### src/design/gamepad_frame_encoder_defines.svh
// assertion macros shared by the gamepad frame encoder
`ifndef GAMEPAD_FRAME_ENCODER_DEFINES_SVH
`define GAMEPAD_FRAME_ENCODER_DEFINES_SVH

// consequent checked in the cycle after the antecedent
`define GFE_ASSERT_NEXT(label, clk, rst, ante, cons) \
   label: assert property (@(posedge clk) disable iff (rst) (ante) |=> (cons)) \
      else $error("gamepad frame encoder check failed");

// consequent checked in the same cycle as the antecedent
`define GFE_ASSERT_SAME(label, clk, rst, ante, cons) \
   label: assert property (@(posedge clk) disable iff (rst) (ante) |-> (cons)) \
      else $error("gamepad frame encoder check failed");

`endif

### src/design/gfe_pkg.sv
// shared types, constants and decode functions for the gamepad frame encoder
package gfe_pkg;

   // stick scaling: exact reciprocal multiply, quotient taken from a fixed bit position
   localparam int unsigned RAW_W   = 10;
   localparam int unsigned MUL_W   = 17;
   localparam int unsigned PROD_W  = RAW_W + MUL_W;
   localparam int unsigned QUOT_W  = 6;
   localparam int unsigned STICK_W = 6;

   // x: d*100/1503 on the positive side, 2d/33 on the negative side, both over 2^20
   localparam logic [MUL_W-1:0] X_POS_MUL = 17'd69766;
   localparam logic [MUL_W-1:0] X_NEG_MUL = 17'd63552;
   localparam int unsigned      X_SHIFT   = 20;

   // y: 2d/31 on the positive side, 2d/33 on the negative side, both over 2^15
   localparam logic [MUL_W-1:0] Y_POS_MUL = 17'd2116;
   localparam logic [MUL_W-1:0] Y_NEG_MUL = 17'd1986;
   localparam int unsigned      Y_SHIFT   = 15;

   localparam logic [RAW_W-1:0]   RAW_CENTER = 10'd512;
   localparam logic [QUOT_W-1:0]  STICK_MAX  = 6'd31;

   // direction thresholds on the scaled stick
   localparam logic signed [STICK_W-1:0] STICK_EDGE_POS = 6'sd25;
   localparam logic signed [STICK_W-1:0] STICK_EDGE_NEG = -6'sd25;

   // frame byte offsets: 128+31 and 192+31
   localparam logic [7:0] X_BYTE_BASE = 8'd159;
   localparam logic [7:0] Y_BYTE_BASE = 8'd223;

   localparam logic [7:0] THROTTLE_MAX = 8'd255;
   localparam logic [7:0] THROTTLE_MIN = 8'd0;

   // quad frame slots
   localparam logic [1:0] SLOT_THROTTLE = 2'd0;
   localparam logic [1:0] SLOT_BUTTONS  = 2'd1;
   localparam logic [1:0] SLOT_STICK_X  = 2'd2;
   localparam logic [1:0] SLOT_STICK_Y  = 2'd3;

   // pad bit patterns
   localparam logic [3:0] PAD_UP         = 4'h1;
   localparam logic [3:0] PAD_UP_RIGHT   = 4'h9;
   localparam logic [3:0] PAD_RIGHT      = 4'h8;
   localparam logic [3:0] PAD_DOWN_RIGHT = 4'hA;
   localparam logic [3:0] PAD_DOWN       = 4'h2;
   localparam logic [3:0] PAD_DOWN_LEFT  = 4'h6;
   localparam logic [3:0] PAD_LEFT       = 4'h4;
   localparam logic [3:0] PAD_UP_LEFT    = 4'h5;

   typedef enum logic [3:0] {
      DIR_NONE       = 4'd0,
      DIR_UP         = 4'd1,
      DIR_UP_RIGHT   = 4'd2,
      DIR_RIGHT      = 4'd3,
      DIR_DOWN_RIGHT = 4'd4,
      DIR_DOWN       = 4'd5,
      DIR_DOWN_LEFT  = 4'd6,
      DIR_LEFT       = 4'd7,
      DIR_UP_LEFT    = 4'd8
   } dir_type;

   // direction from the pad buttons; unlisted combinations give none
   function automatic dir_type pad_dir(input logic [3:0] pad);
      dir_type dir;
      case (pad)
         PAD_UP:         dir = DIR_UP;
         PAD_UP_RIGHT:   dir = DIR_UP_RIGHT;
         PAD_RIGHT:      dir = DIR_RIGHT;
         PAD_DOWN_RIGHT: dir = DIR_DOWN_RIGHT;
         PAD_DOWN:       dir = DIR_DOWN;
         PAD_DOWN_LEFT:  dir = DIR_DOWN_LEFT;
         PAD_LEFT:       dir = DIR_LEFT;
         PAD_UP_LEFT:    dir = DIR_UP_LEFT;
         default:        dir = DIR_NONE;
      endcase
      return dir;
   endfunction

   // direction from the scaled stick, strict compares against the threshold
   function automatic dir_type stick_dir(input logic signed [STICK_W-1:0] x,
                                         input logic signed [STICK_W-1:0] y);
      logic    x_hi;
      logic    x_lo;
      logic    x_mid;
      logic    y_hi;
      logic    y_lo;
      logic    y_mid;
      dir_type dir;
      x_hi  = x > STICK_EDGE_POS;
      x_lo  = x < STICK_EDGE_NEG;
      x_mid = (x < STICK_EDGE_POS) && (x > STICK_EDGE_NEG);
      y_hi  = y > STICK_EDGE_POS;
      y_lo  = y < STICK_EDGE_NEG;
      y_mid = (y < STICK_EDGE_POS) && (y > STICK_EDGE_NEG);
      if (x_mid && y_hi) dir = DIR_UP;
      else if (x_hi && y_hi) dir = DIR_UP_RIGHT;
      else if (x_hi && y_mid) dir = DIR_RIGHT;
      else if (x_hi && y_lo) dir = DIR_DOWN_RIGHT;
      else if (x_mid && y_lo) dir = DIR_DOWN;
      else if (x_lo && y_lo) dir = DIR_DOWN_LEFT;
      else if (x_lo && y_mid) dir = DIR_LEFT;
      else if (x_lo && y_hi) dir = DIR_UP_LEFT;
      else dir = DIR_NONE;
      return dir;
   endfunction

endpackage

### src/design/gfe_stick_scale.sv
// stick scaling: centre, divide by constant via reciprocal multiply, clamp to +/-31
module gfe_stick_scale (
   input  logic [gfe_pkg::RAW_W-1:0]          x_raw,
   input  logic [gfe_pkg::RAW_W-1:0]          y_raw,
   output logic signed [gfe_pkg::STICK_W-1:0] stick_x,
   output logic signed [gfe_pkg::STICK_W-1:0] stick_y
);

   logic                         x_pos;
   logic                         y_pos;
   logic [gfe_pkg::RAW_W-1:0]    x_mag;
   logic [gfe_pkg::RAW_W-1:0]    y_mag;
   logic [gfe_pkg::MUL_W-1:0]    x_mul;
   logic [gfe_pkg::MUL_W-1:0]    y_mul;
   logic [gfe_pkg::PROD_W-1:0]   x_prod;
   logic [gfe_pkg::PROD_W-1:0]   y_prod;
   logic [gfe_pkg::QUOT_W-1:0]   x_quot;
   logic [gfe_pkg::QUOT_W-1:0]   y_quot;
   logic [gfe_pkg::QUOT_W-1:0]   x_sat;
   logic [gfe_pkg::QUOT_W-1:0]   y_sat;

   // offset from centre as sign and magnitude; exact centre counts as the negative side
   assign x_pos = x_raw[gfe_pkg::RAW_W-1] & (|x_raw[gfe_pkg::RAW_W-2:0]);
   assign y_pos = y_raw[gfe_pkg::RAW_W-1] & (|y_raw[gfe_pkg::RAW_W-2:0]);
   assign x_mag = x_raw[gfe_pkg::RAW_W-1] ? {1'b0, x_raw[gfe_pkg::RAW_W-2:0]}
                                          : gfe_pkg::RAW_CENTER - x_raw;
   assign y_mag = y_raw[gfe_pkg::RAW_W-1] ? {1'b0, y_raw[gfe_pkg::RAW_W-2:0]}
                                          : gfe_pkg::RAW_CENTER - y_raw;

   // one multiplier per axis, reciprocal picked by side
   assign x_mul  = x_pos ? gfe_pkg::X_POS_MUL : gfe_pkg::X_NEG_MUL;
   assign y_mul  = y_pos ? gfe_pkg::Y_POS_MUL : gfe_pkg::Y_NEG_MUL;
   assign x_prod = {{gfe_pkg::MUL_W{1'b0}}, x_mag} * {{gfe_pkg::RAW_W{1'b0}}, x_mul};
   assign y_prod = {{gfe_pkg::MUL_W{1'b0}}, y_mag} * {{gfe_pkg::RAW_W{1'b0}}, y_mul};
   assign x_quot = x_prod[gfe_pkg::X_SHIFT +: gfe_pkg::QUOT_W];
   assign y_quot = y_prod[gfe_pkg::Y_SHIFT +: gfe_pkg::QUOT_W];

   // clamp magnitude
   assign x_sat = (x_quot > gfe_pkg::STICK_MAX) ? gfe_pkg::STICK_MAX : x_quot;
   assign y_sat = (y_quot > gfe_pkg::STICK_MAX) ? gfe_pkg::STICK_MAX : y_quot;

   // x is inverted: right of centre gives a negative value
   assign stick_x = x_pos ? (~x_sat + 6'd1) : x_sat;
   assign stick_y = y_pos ? y_sat : (~y_sat + 6'd1);

endmodule

### src/design/gamepad_frame_encoder.sv
// top level of the gamepad frame encoder: input stage, frame logic, result stage
//
// Usage: one req_ beat per timer tick carries the stick readings and button
// flags; one rsp_ beat comes back for every req_ beat, in order, carrying the
// byte to transmit and the frame slot it belongs to.
// csr_wr_en with csr_wr_data selects quad frame mode (0) or pad mode (1);
// write it only while no beat is in flight.
// Path: an accepted beat is registered in the input stage, then computed and
// registered in the result stage once that stage can take it, which raises
// rsp_valid.
// Throughput: one beat per cycle while rsp_stall is low; in quad mode, throttle
// and slot update in the same cycle that a beat enters the result stage.
// Stall: while rsp_stall holds a full result stage, the input stage can still
// take one more beat; after that req_stall goes high until the result drains.
// Reset: clears both stages, the throttle, the frame slot and the mode (quad).
`include "gamepad_frame_encoder_defines.svh"

module gamepad_frame_encoder (
   input  logic       clock,
   input  logic       reset,
   // input channel
   input  logic       req_valid,
   output logic       req_stall,
   input  logic [9:0] req_stick_x_raw,
   input  logic [9:0] req_stick_y_raw,
   input  logic [3:0] req_face_pressed,
   input  logic [3:0] req_shoulder_pressed,
   input  logic [3:0] req_pad_pressed,
   // result channel
   output logic       rsp_valid,
   input  logic       rsp_stall,
   output logic [7:0] rsp_tx_byte,
   output logic [1:0] rsp_slot,
   // configuration
   input  logic       csr_wr_en,
   input  logic       csr_wr_data
);

   // input stage
   logic       in_valid_ff;
   logic       in_valid_in;
   logic [9:0] in_x_ff;
   logic [9:0] in_y_ff;
   logic [3:0] in_face_ff;
   logic [3:0] in_shoulder_ff;
   logic [3:0] in_pad_ff;

   // result stage
   logic       rsp_valid_ff;
   logic       rsp_valid_in;
   logic [7:0] rsp_tx_byte_ff;
   logic [7:0] rsp_tx_byte_in;
   logic [1:0] rsp_slot_ff;
   logic [1:0] rsp_slot_in;

   // block state
   logic       pad_mode_ff;
   logic [7:0] throttle_ff;
   logic [7:0] throttle_in;
   logic [1:0] slot_ff;
   logic [1:0] slot_in;

   logic       out_ready;
   logic       in_ready;
   logic       req_take;
   logic       step;

   logic signed [gfe_pkg::STICK_W-1:0] stick_x;
   logic signed [gfe_pkg::STICK_W-1:0] stick_y;
   gfe_pkg::dir_type                   dir;
   logic [7:0]                         throttle_clr;
   logic [7:0]                         throttle_adj;
   logic [7:0]                         buttons;
   logic [7:0]                         quad_byte;

   // handshake
   assign out_ready = !rsp_valid_ff || !rsp_stall;
   assign in_ready  = !in_valid_ff || out_ready;
   assign req_take  = req_valid && in_ready;
   assign step      = in_valid_ff && out_ready;
   assign req_stall = !in_ready;
   assign rsp_valid = rsp_valid_ff;
   assign rsp_tx_byte = rsp_tx_byte_ff;
   assign rsp_slot  = rsp_slot_ff;

   assign in_valid_in  = in_ready ? req_valid : in_valid_ff;
   assign rsp_valid_in = out_ready ? in_valid_ff : rsp_valid_ff;

   // stick scaling
   gfe_stick_scale u_scale (
      .x_raw   (in_x_ff),
      .y_raw   (in_y_ff),
      .stick_x (stick_x),
      .stick_y (stick_y)
   );

   // pad mode direction: buttons win over the stick
   always_comb begin
      if (in_pad_ff != 4'h0) begin
         dir = gfe_pkg::pad_dir(in_pad_ff);
      end else begin
         dir = gfe_pkg::stick_dir(stick_x, stick_y);
      end
   end

   // throttle: x clears first, then even slots adjust with saturation
   always_comb begin
      throttle_clr = in_face_ff[2] ? gfe_pkg::THROTTLE_MIN : throttle_ff;
      throttle_adj = throttle_clr;
      if (!slot_ff[0]) begin
         if (in_face_ff[3]) begin
            throttle_adj = gfe_pkg::THROTTLE_MIN;
         end else if (in_shoulder_ff[1]) begin
            if (throttle_clr != gfe_pkg::THROTTLE_MAX) throttle_adj = throttle_clr + 8'd1;
         end else if (in_shoulder_ff[0]) begin
            if (throttle_clr != gfe_pkg::THROTTLE_MIN) throttle_adj = throttle_clr - 8'd1;
         end
      end
   end

   // button slot byte: 64 + L3 + R3 + throttle bit1 + X B A
   assign buttons = {1'b0, 1'b1, in_shoulder_ff[2], in_shoulder_ff[3],
                     throttle_clr[1], in_face_ff[2:0]};

   // quad slot byte
   always_comb begin
      case (slot_ff)
         gfe_pkg::SLOT_THROTTLE: quad_byte = {2'b00, throttle_adj[7:2]};
         gfe_pkg::SLOT_BUTTONS:  quad_byte = buttons;
         gfe_pkg::SLOT_STICK_X:  quad_byte = gfe_pkg::X_BYTE_BASE + {{2{stick_x[5]}}, stick_x};
         gfe_pkg::SLOT_STICK_Y:  quad_byte = gfe_pkg::Y_BYTE_BASE + {{2{stick_y[5]}}, stick_y};
         default:                quad_byte = buttons;
      endcase
   end

   // result and next state
   always_comb begin
      throttle_in    = throttle_ff;
      slot_in        = slot_ff;
      rsp_tx_byte_in = rsp_tx_byte_ff;
      rsp_slot_in    = rsp_slot_ff;
      if (step) begin
         if (pad_mode_ff) begin
            rsp_tx_byte_in = {in_face_ff, dir};
            rsp_slot_in    = gfe_pkg::SLOT_THROTTLE;
         end else begin
            rsp_tx_byte_in = quad_byte;
            rsp_slot_in    = slot_ff;
            throttle_in    = throttle_adj;
            slot_in        = slot_ff + 2'd1;
         end
      end
   end

   // control registers
   always_ff @(posedge clock) begin
      if (reset) begin
         in_valid_ff  <= 1'b0;
         rsp_valid_ff <= 1'b0;
         pad_mode_ff  <= 1'b0;
         throttle_ff  <= gfe_pkg::THROTTLE_MIN;
         slot_ff      <= gfe_pkg::SLOT_THROTTLE;
      end else begin
         in_valid_ff  <= in_valid_in;
         rsp_valid_ff <= rsp_valid_in;
         throttle_ff  <= throttle_in;
         slot_ff      <= slot_in;
         if (csr_wr_en) pad_mode_ff <= csr_wr_data;
      end
   end

   // payload registers
   always_ff @(posedge clock) begin
      if (req_take) begin
         in_x_ff        <= req_stick_x_raw;
         in_y_ff        <= req_stick_y_raw;
         in_face_ff     <= req_face_pressed;
         in_shoulder_ff <= req_shoulder_pressed;
         in_pad_ff      <= req_pad_pressed;
      end
      rsp_tx_byte_ff <= rsp_tx_byte_in;
      rsp_slot_ff    <= rsp_slot_in;
   end

   // checks
   `GFE_ASSERT_NEXT(a_pad_slot_zero, clock, reset, step && pad_mode_ff, rsp_slot_ff == gfe_pkg::SLOT_THROTTLE)
   `GFE_ASSERT_NEXT(a_slot_advance, clock, reset, step && !pad_mode_ff, slot_ff == 2'($past(slot_ff) + 2'd1))
   `GFE_ASSERT_NEXT(a_throttle_hold, clock, reset, !step || pad_mode_ff, $stable(throttle_ff))
   `GFE_ASSERT_NEXT(a_button_marker, clock, reset, step && !pad_mode_ff && slot_ff == gfe_pkg::SLOT_BUTTONS, rsp_tx_byte_ff[7:6] == 2'b01)

endmodule
### config.mk
export PLATFORM = sky130hd
export DESIGN_NAME = gamepad_frame_encoder
export DESIGN_NICKNAME = d
export VERILOG_FILES = /design/src/design/gfe_pkg.sv /design/src/design/gfe_stick_scale.sv /design/src/design/gamepad_frame_encoder.sv
export VERILOG_INCLUDE_DIRS = /design/src /design/src/design
export SDC_FILE = /design/constraint.sdc
export NUM_CORES = 1
export LEC_CHECK = 0
export BUFFER_PORTS_ARGS = -buffer_cell sky130_fd_sc_hd__buf_2
export CAP_MARGIN = 5
export CORE_AREA = 2 2 133 135
export CTS_CLUSTER_SIZE = 14
export DETAILED_ROUTE_END_ITERATION = 10
export DIE_AREA = 0 0 135 137
export MAX_ROUTING_LAYER = met4
export PLACE_DENSITY = 0.75
export RECOVER_POWER = 50
export SLEW_MARGIN = 20
export SYNTH_ARGS = -nofsm -noshare
export SYNTH_HDL_FRONTEND = slang
export SYNTH_SLANG_ARGS = --single-unit
export TNS_END_PERCENT = 1
### constraint.sdc
create_clock -name clock -period 7.75 [get_ports clock]
set_input_delay 0.775 -clock clock [delete_from_list [all_inputs] [get_ports clock]]
set_output_delay 0.775 -clock clock [all_outputs]
set_load 0.01 [all_outputs]
==> results of run 1 <==
per-layer routing:
metal / wire length [um] / share of wire [%]
met2: 10700 / 50
met4: 340 / 1.6
met1: 9430 / 44
met3: 848 / 4.0
met5: 0 / 0
worst register-to-register path, delay by kind of cell, from the launching register on:
kind	cells	cell delay, ns
simple gates	9	1.96
compound gates	7	1.41
flops	1	0.39
xor+xnor	1	0.16
fa+ha+maj	8	3.00
buf+inv	4	0.35
layout make-up:
class,instances,area [um2]
Fill cell,1383,6190
Timing Repair Buffer,117,753
Inverter,187,702
Tap cell,225,282
Clock buffer,9,225
Clock inverter,7,100
Sequential cell,59,1600
Multi-Input combinational cell,783,7200
metrics by stage:
stage	utilization (%)	power, mW
after floorplan	-	2.95
after detailed placement	58.8	3.86
after CTS	60.8	4.37
after global placement	58.8	3.82
final	63.7	4.92
after global routing	63.7	5.39
synthesized netlist by cell type (9+ instances only):
master      n
a221oi_1    9
xor2_1     20
xnor2_1    28
nor2b_1    10
edfxtp_1   42
o21ai_0    36
a21oi_1    50
and2_1     11
ha_1      144
a211oi_1   10
nor4_1      9
nor3_1     23
o211ai_1   12
nor2_1     70
fa_1       81
nand2_1    92
clkbuf_1   28
dfxtp_1    17
inv_1     186
nand3_1    22
nand2b_1   15
worst min path at each step:
stage	startpoint	to	slack, ns	cells past startpoint
finish	throttle_ff[1]	throttle_ff[1]	0.48	2
global route	throttle_ff[1]	throttle_ff[1]	0.50	2
CTS	throttle_ff[1]	throttle_ff[1]	0.48	2
detailed placement	throttle_ff[1]	throttle_ff[1]	0.47	2
global placement	throttle_ff[1]	throttle_ff[1]	0.47	2
floorplan	throttle_ff[1]	throttle_ff[1]	0.45	2
repair_timing:
item	CTS	global route
hold buffers	0	0
buffers inserted	0	18
pin swaps	0	27
endpoints found under the setup margin	5	8
gates resized for setup	5	80
cell families after synthesis:
group,synth area share (%)
DFF,17.4
buffers and inverters,9.01
other,0.0817
and+or+nand+nor,16.1
adders and majority gates,37.2
xor gates and xnor gates,4.57
AOI/OAI and AO/OA,14.4
muxes,1.13
sequential cells by signal, indices dropped and copies added, names as in the netlist, named ones only:
name	count
in_x_ff	10
in_y_ff	10
rsp_tx_byte	8
throttle_ff	8
in_face_ff	4
in_pad_ff	4
in_shoulder_ff	4
rsp_slot	2
slot_ff	2
in_valid_ff	1
pad_mode_ff	1
rsp_valid	1
power breakdown:
group          internal [mW]  switching, mW
sequential             0.361         0.0207
combinational           1.82           2.27
clock                  0.284          0.161
total                   2.47           2.45
==> out/results.txt, run 1 <==
Status = complete, no violations
H-tree level count = 3
VDD IR max = 0.375 mV
Crit share post-route = 97.3%
Area Overhead vs Synth = 18.3%
Placed Area = 0.0100 mm2
Clk sinks = 59
Later-pin clock latency in the skew report = 0.34 ns
Crit path buffers/inverters = 4
Share of the synthesized area in the top cell type = 19.6%
Gr busiest metal = met2
Post-synth cell types = 78
Final Hold Viols = 0
Initial antenna violation count = 0
Starting DRC count in detailed routing = 414
Die W = 135 um
Via/cell ratio = 5.54
CP Capture Point = rsp_tx_byte[3]
First-pass GRT wire length = 34.5 mm
Syn. warnings = 0
Final Cell Area = 0.0109 mm2
Met1 usage = 30.5%
CTS Buf Count = 9
CP Data Required Time = 7.82 ns
Die ar. = 0.0185 mm2
Total gr overflow = 0
Synth Register Bits = 59
Clock slew at reported path FFs = 0.06 ns
Critical path type = flip-flop to flip-flop
Row cnt = 48
DRT Pass-1 Iters = 5
Register-to-register path setup slack = 0.21 ns
Buffers on Ports = 49
Met2 GRT Util = 40.8%
RSZ-0062 raised after global routing = yes
Most frequent cells in the layout = inv_1, ha_1, nand2_1, fa_1, buf_4
Overall Global Routing Usage = 23.8%
Clock Tree Buf Depth = 2
Largest stage delay, worst path = 0.58 ns
Main synth FF type = edfxtp_1
Reg2Reg Depth = 29
Most common cell after layout, fill and taps aside = inv_1
Register area share after synthesis = 17.4%
Final Wtd Congestion = 0.955
Largest net degree at the start of global routing = 35
DPL Wire Length = 16.9 mm
Final setup fails = 0
IO Count = 50
Cell Area, Synth = 0.00919 mm2
Delay-heaviest family, CP = adder cells
Largest area contributor in the netlist = ha_1
Worst-Margin Slew = 0.714 ns
Avg Cell Area, Syn = 8.74 um2
Cell count after placement = 1353
Drt total wl = 21.3 mm
Async SR Flop Fraction = 0%
Routed Antenna Nets = 0
Final #Nets = 1420
Stages on worst setup path = 29
Critical path origin = in_y_ff[4]
WHS = 0.482 ns
P_leak = 5.23 nW
Max Freq = 133 MHz
Synth area leaders = ha_1, fa_1, edfxtp_1, inv_1, nand2_1
Vias in the first global route = 7437
Critical path capture point type = flip-flop
Detailed-route wire length per cell = 15.4 um
Final Critical Period = 7.54 ns
Power density over cell area = 452 mW/mm2
Reg-to-Reg End = rsp_tx_byte[3]
Final max-slew violation count = 0
Worst clock skew = 0.0112 ns
ANT cells = 0
Slew margin rel. = 52.4%
Setup TNS Final = 0 ns
R2r startpoint = in_y_ff[4]
CTS tree = built
Startpoint Class = flip-flop
EDFF count, synth = 42
Worst Hold Class = flip-flop to flip-flop
Final instance count without filler cells = 1387
Die H = 137 um
Layout cell share with drive strength beyond 1 = 18.7%
CP arrival = 7.61 ns
DR vias = 7687
Met3 usage = 2.48%
Max-cap violation count = 0
Worst path slowest cell = or4_4
Starting Density = 53.9%
CP max FO = 14
Core area = 0.0171 mm2
Residual DRC = 0
Post-place setup slack = -0.134 ns
Worst setup slack after layout = 0.207 ns
Syn Inst Count = 1051
CTS Root Cell = clkbuf_16
Power figures use the tool's default switching activity.
==> inputs of run 2 (changes only) <==
--- a/config.mk
+++ b/config.mk
@@ -8,12 +8,12 @@
 export LEC_CHECK = 0
 export BUFFER_PORTS_ARGS = -buffer_cell sky130_fd_sc_hd__buf_2
 export CAP_MARGIN = 5
-export CORE_AREA = 2 2 133 135
+export CORE_AREA = 10 10 141 143
 export CTS_CLUSTER_SIZE = 14
 export DETAILED_ROUTE_END_ITERATION = 10
-export DIE_AREA = 0 0 135 137
+export DIE_AREA = 0 0 151 153
 export MAX_ROUTING_LAYER = met4
-export PLACE_DENSITY = 0.75
+export PLACE_DENSITY_LB_ADDON = 0.3
 export RECOVER_POWER = 50
 export SLEW_MARGIN = 20
 export SYNTH_ARGS = -nofsm -noshare
==> run 2 against run 1 <==
Total power up 5.3%; wire length up 2.7%; setup slack better by 0.031 ns; combinational power up 6.8%; clock power down 4%; sequential cell count unchanged; cell count up 0.87%; sequential power about the same; clock-buffer cell count up 1; design area up 1.2%.
==> out/results.txt, run 2 (synthesis results as in run 1) <==
ANT cells = 0
Die ar. = 0.0231 mm2
Met2 GRT Util = 31.5%
IO Count = 50
Crit share post-route = 96.9%
CTS tree = built
Drt total wl = 21.9 mm
Die H = 153 um
Met3 usage = 2.98%
Placed Area = 0.0101 mm2
Clock Tree Buf Depth = 2
Total power = 5.18 mW
Area Overhead vs Synth = 19.7%
VDD IR max = 0.415 mV
Clock slew at reported path FFs = 0.06 ns
Max Freq = 133 MHz
Gr busiest metal = met2
Worst clock skew = 0.00757 ns
Worst path slowest cell = or4_4
CP arrival = 7.60 ns
CTS Buf Count = 9
Overall Global Routing Usage = 19.3%
Worst-Margin Slew = 0.746 ns
DR vias = 7787
Final Cell Area = 0.0110 mm2
Status = complete, no violations
Routed Antenna Nets = 0
Startpoint Class = flip-flop
Final Wtd Congestion = 0.956
Largest registers = in_x_ff x10, in_y_ff x10
Most frequent cells in the layout = inv_1, ha_1, nand2_1, fa_1, buf_4
P_leak = 5.31 nW
Final setup fails = 0
Layout cell share with drive strength beyond 1 = 20.1%
Detailed-route wire length per cell = 15.7 um
Final Critical Period = 7.51 ns
Residual DRC = 0
Row cnt = 48
Final Core Density = 64.5%
Max-cap violation count = 0
Starting Density = 53.9%
CP max FO = 5
Die W = 151 um
Worst Hold Class = flip-flop to flip-flop
Starting DRC count in detailed routing = 568
DPL Wire Length = 17.5 mm
Final max-slew violation count = 0
Power density over cell area = 471 mW/mm2
Buffers on Ports = 49
Logic gate share of total power = 84.4%
Sw frac = 48.6%
Slew margin rel. = 50.2%
Most common cell after layout, fill and taps aside = inv_1
Initial antenna violation count = 0
Final Hold Viols = 0
Int Pwr = 2.66 mW
Clk sinks = 59
Critical path capture point type = flip-flop
First-pass GRT wire length = 35.8 mm
CP Data Required Time = 7.84 ns
Core area = 0.0171 mm2
Met1 usage = 23.5%
Vias in the first global route = 7724
CTS Root Cell = clkbuf_16
Worst setup slack after layout = 0.238 ns
Total gr overflow = 0
Clock power share = 8.2%
Via/cell ratio = 5.57
Switch Pwr = 2.51 mW
Later-pin clock latency in the skew report = 0.34 ns
CTS hold repair buffers = 0
Flop pwr share = 7.4%
Largest net degree at the start of global routing = 28
DRT Pass-1 Iters = 5
Final #Nets = 1432
Post-place setup slack = -0.0655 ns
H-tree level count = 3
Critical path type = flip-flop to flip-flop
Largest stage delay, worst path = 0.56 ns
==> run 2: path summary, 6_finish.rpt <==
kind | cells after the start | from | slack, ns | endpoint
max | 31 | in_x_ff[4] | 0.24 | rsp_tx_byte[1]
min | 2 | throttle_ff[1] | 0.47 | throttle_ff[1]
max reg2reg | 31 | in_x_ff[4] | 0.24 | rsp_tx_byte[1]
min reg2reg | 2 | throttle_ff[1] | 0.47 | throttle_ff[1]
==> run 2: per-stage QoR <==
stage | cells | TNS (ns) | hold WS, ns
6_report | 1399 | 0 | 0.474
5_1_grt | 1399 | -0.294 | 0.508
4_1_cts | 1379 | -0.0229 | 0.470
3_5_place_dp | 1363 | -0.130 | 0.462
3_3_place_gp | 1363 | 0 | 0.457
2_1_floorplan | 1060 | -0.0124 | 0.446
==> run 2: timing repair <==
item,4_1_cts,5_1_grt
pin swaps,0,39
setup buffers,0,20
endpoints found under the setup margin,4,8
resized for setup,6,81
==> run 2: layout make-up <==
type | instances | area, um2
Clock buffer | 10 | 250
Clock inverter | 6 | 70.1
Fill cell | 1450 | 6050
Inverter | 187 | 702
Multi-Input combinational cell | 783 | 7250
Sequential cell | 59 | 1600
Tap cell | 225 | 282
Timing Repair Buffer | 129 | 845
==> run 2: power by group through the flow <==
stage	clock [mW]	combinational, mW	sequential, mW
floorplan	0	2.57	0.380
global placement	0	3.56	0.386
detailed placement	0	3.61	0.386
CTS	0.436	3.66	0.380
global route	0.446	4.89	0.384
finish	0.426	4.37	0.381
==> run 2: worst max-delay path, delay by kind of cell, from the launching register on <==
kind | cells | cell delay, ns
AOI/OAI and AO/OA | 7 | 1.23
adders and majority gates | 9 | 3.35
buffers and inverters | 6 | 0.51
DFF | 1 | 0.38
and+or+nand+nor | 9 | 1.76
==> run 2: per-layer routing <==
metal	wire length [um]	vias up
li1	-	3806
met1	9510	3723
met2	10800	205
met3	980	53
met4	680	0
met5	0	-
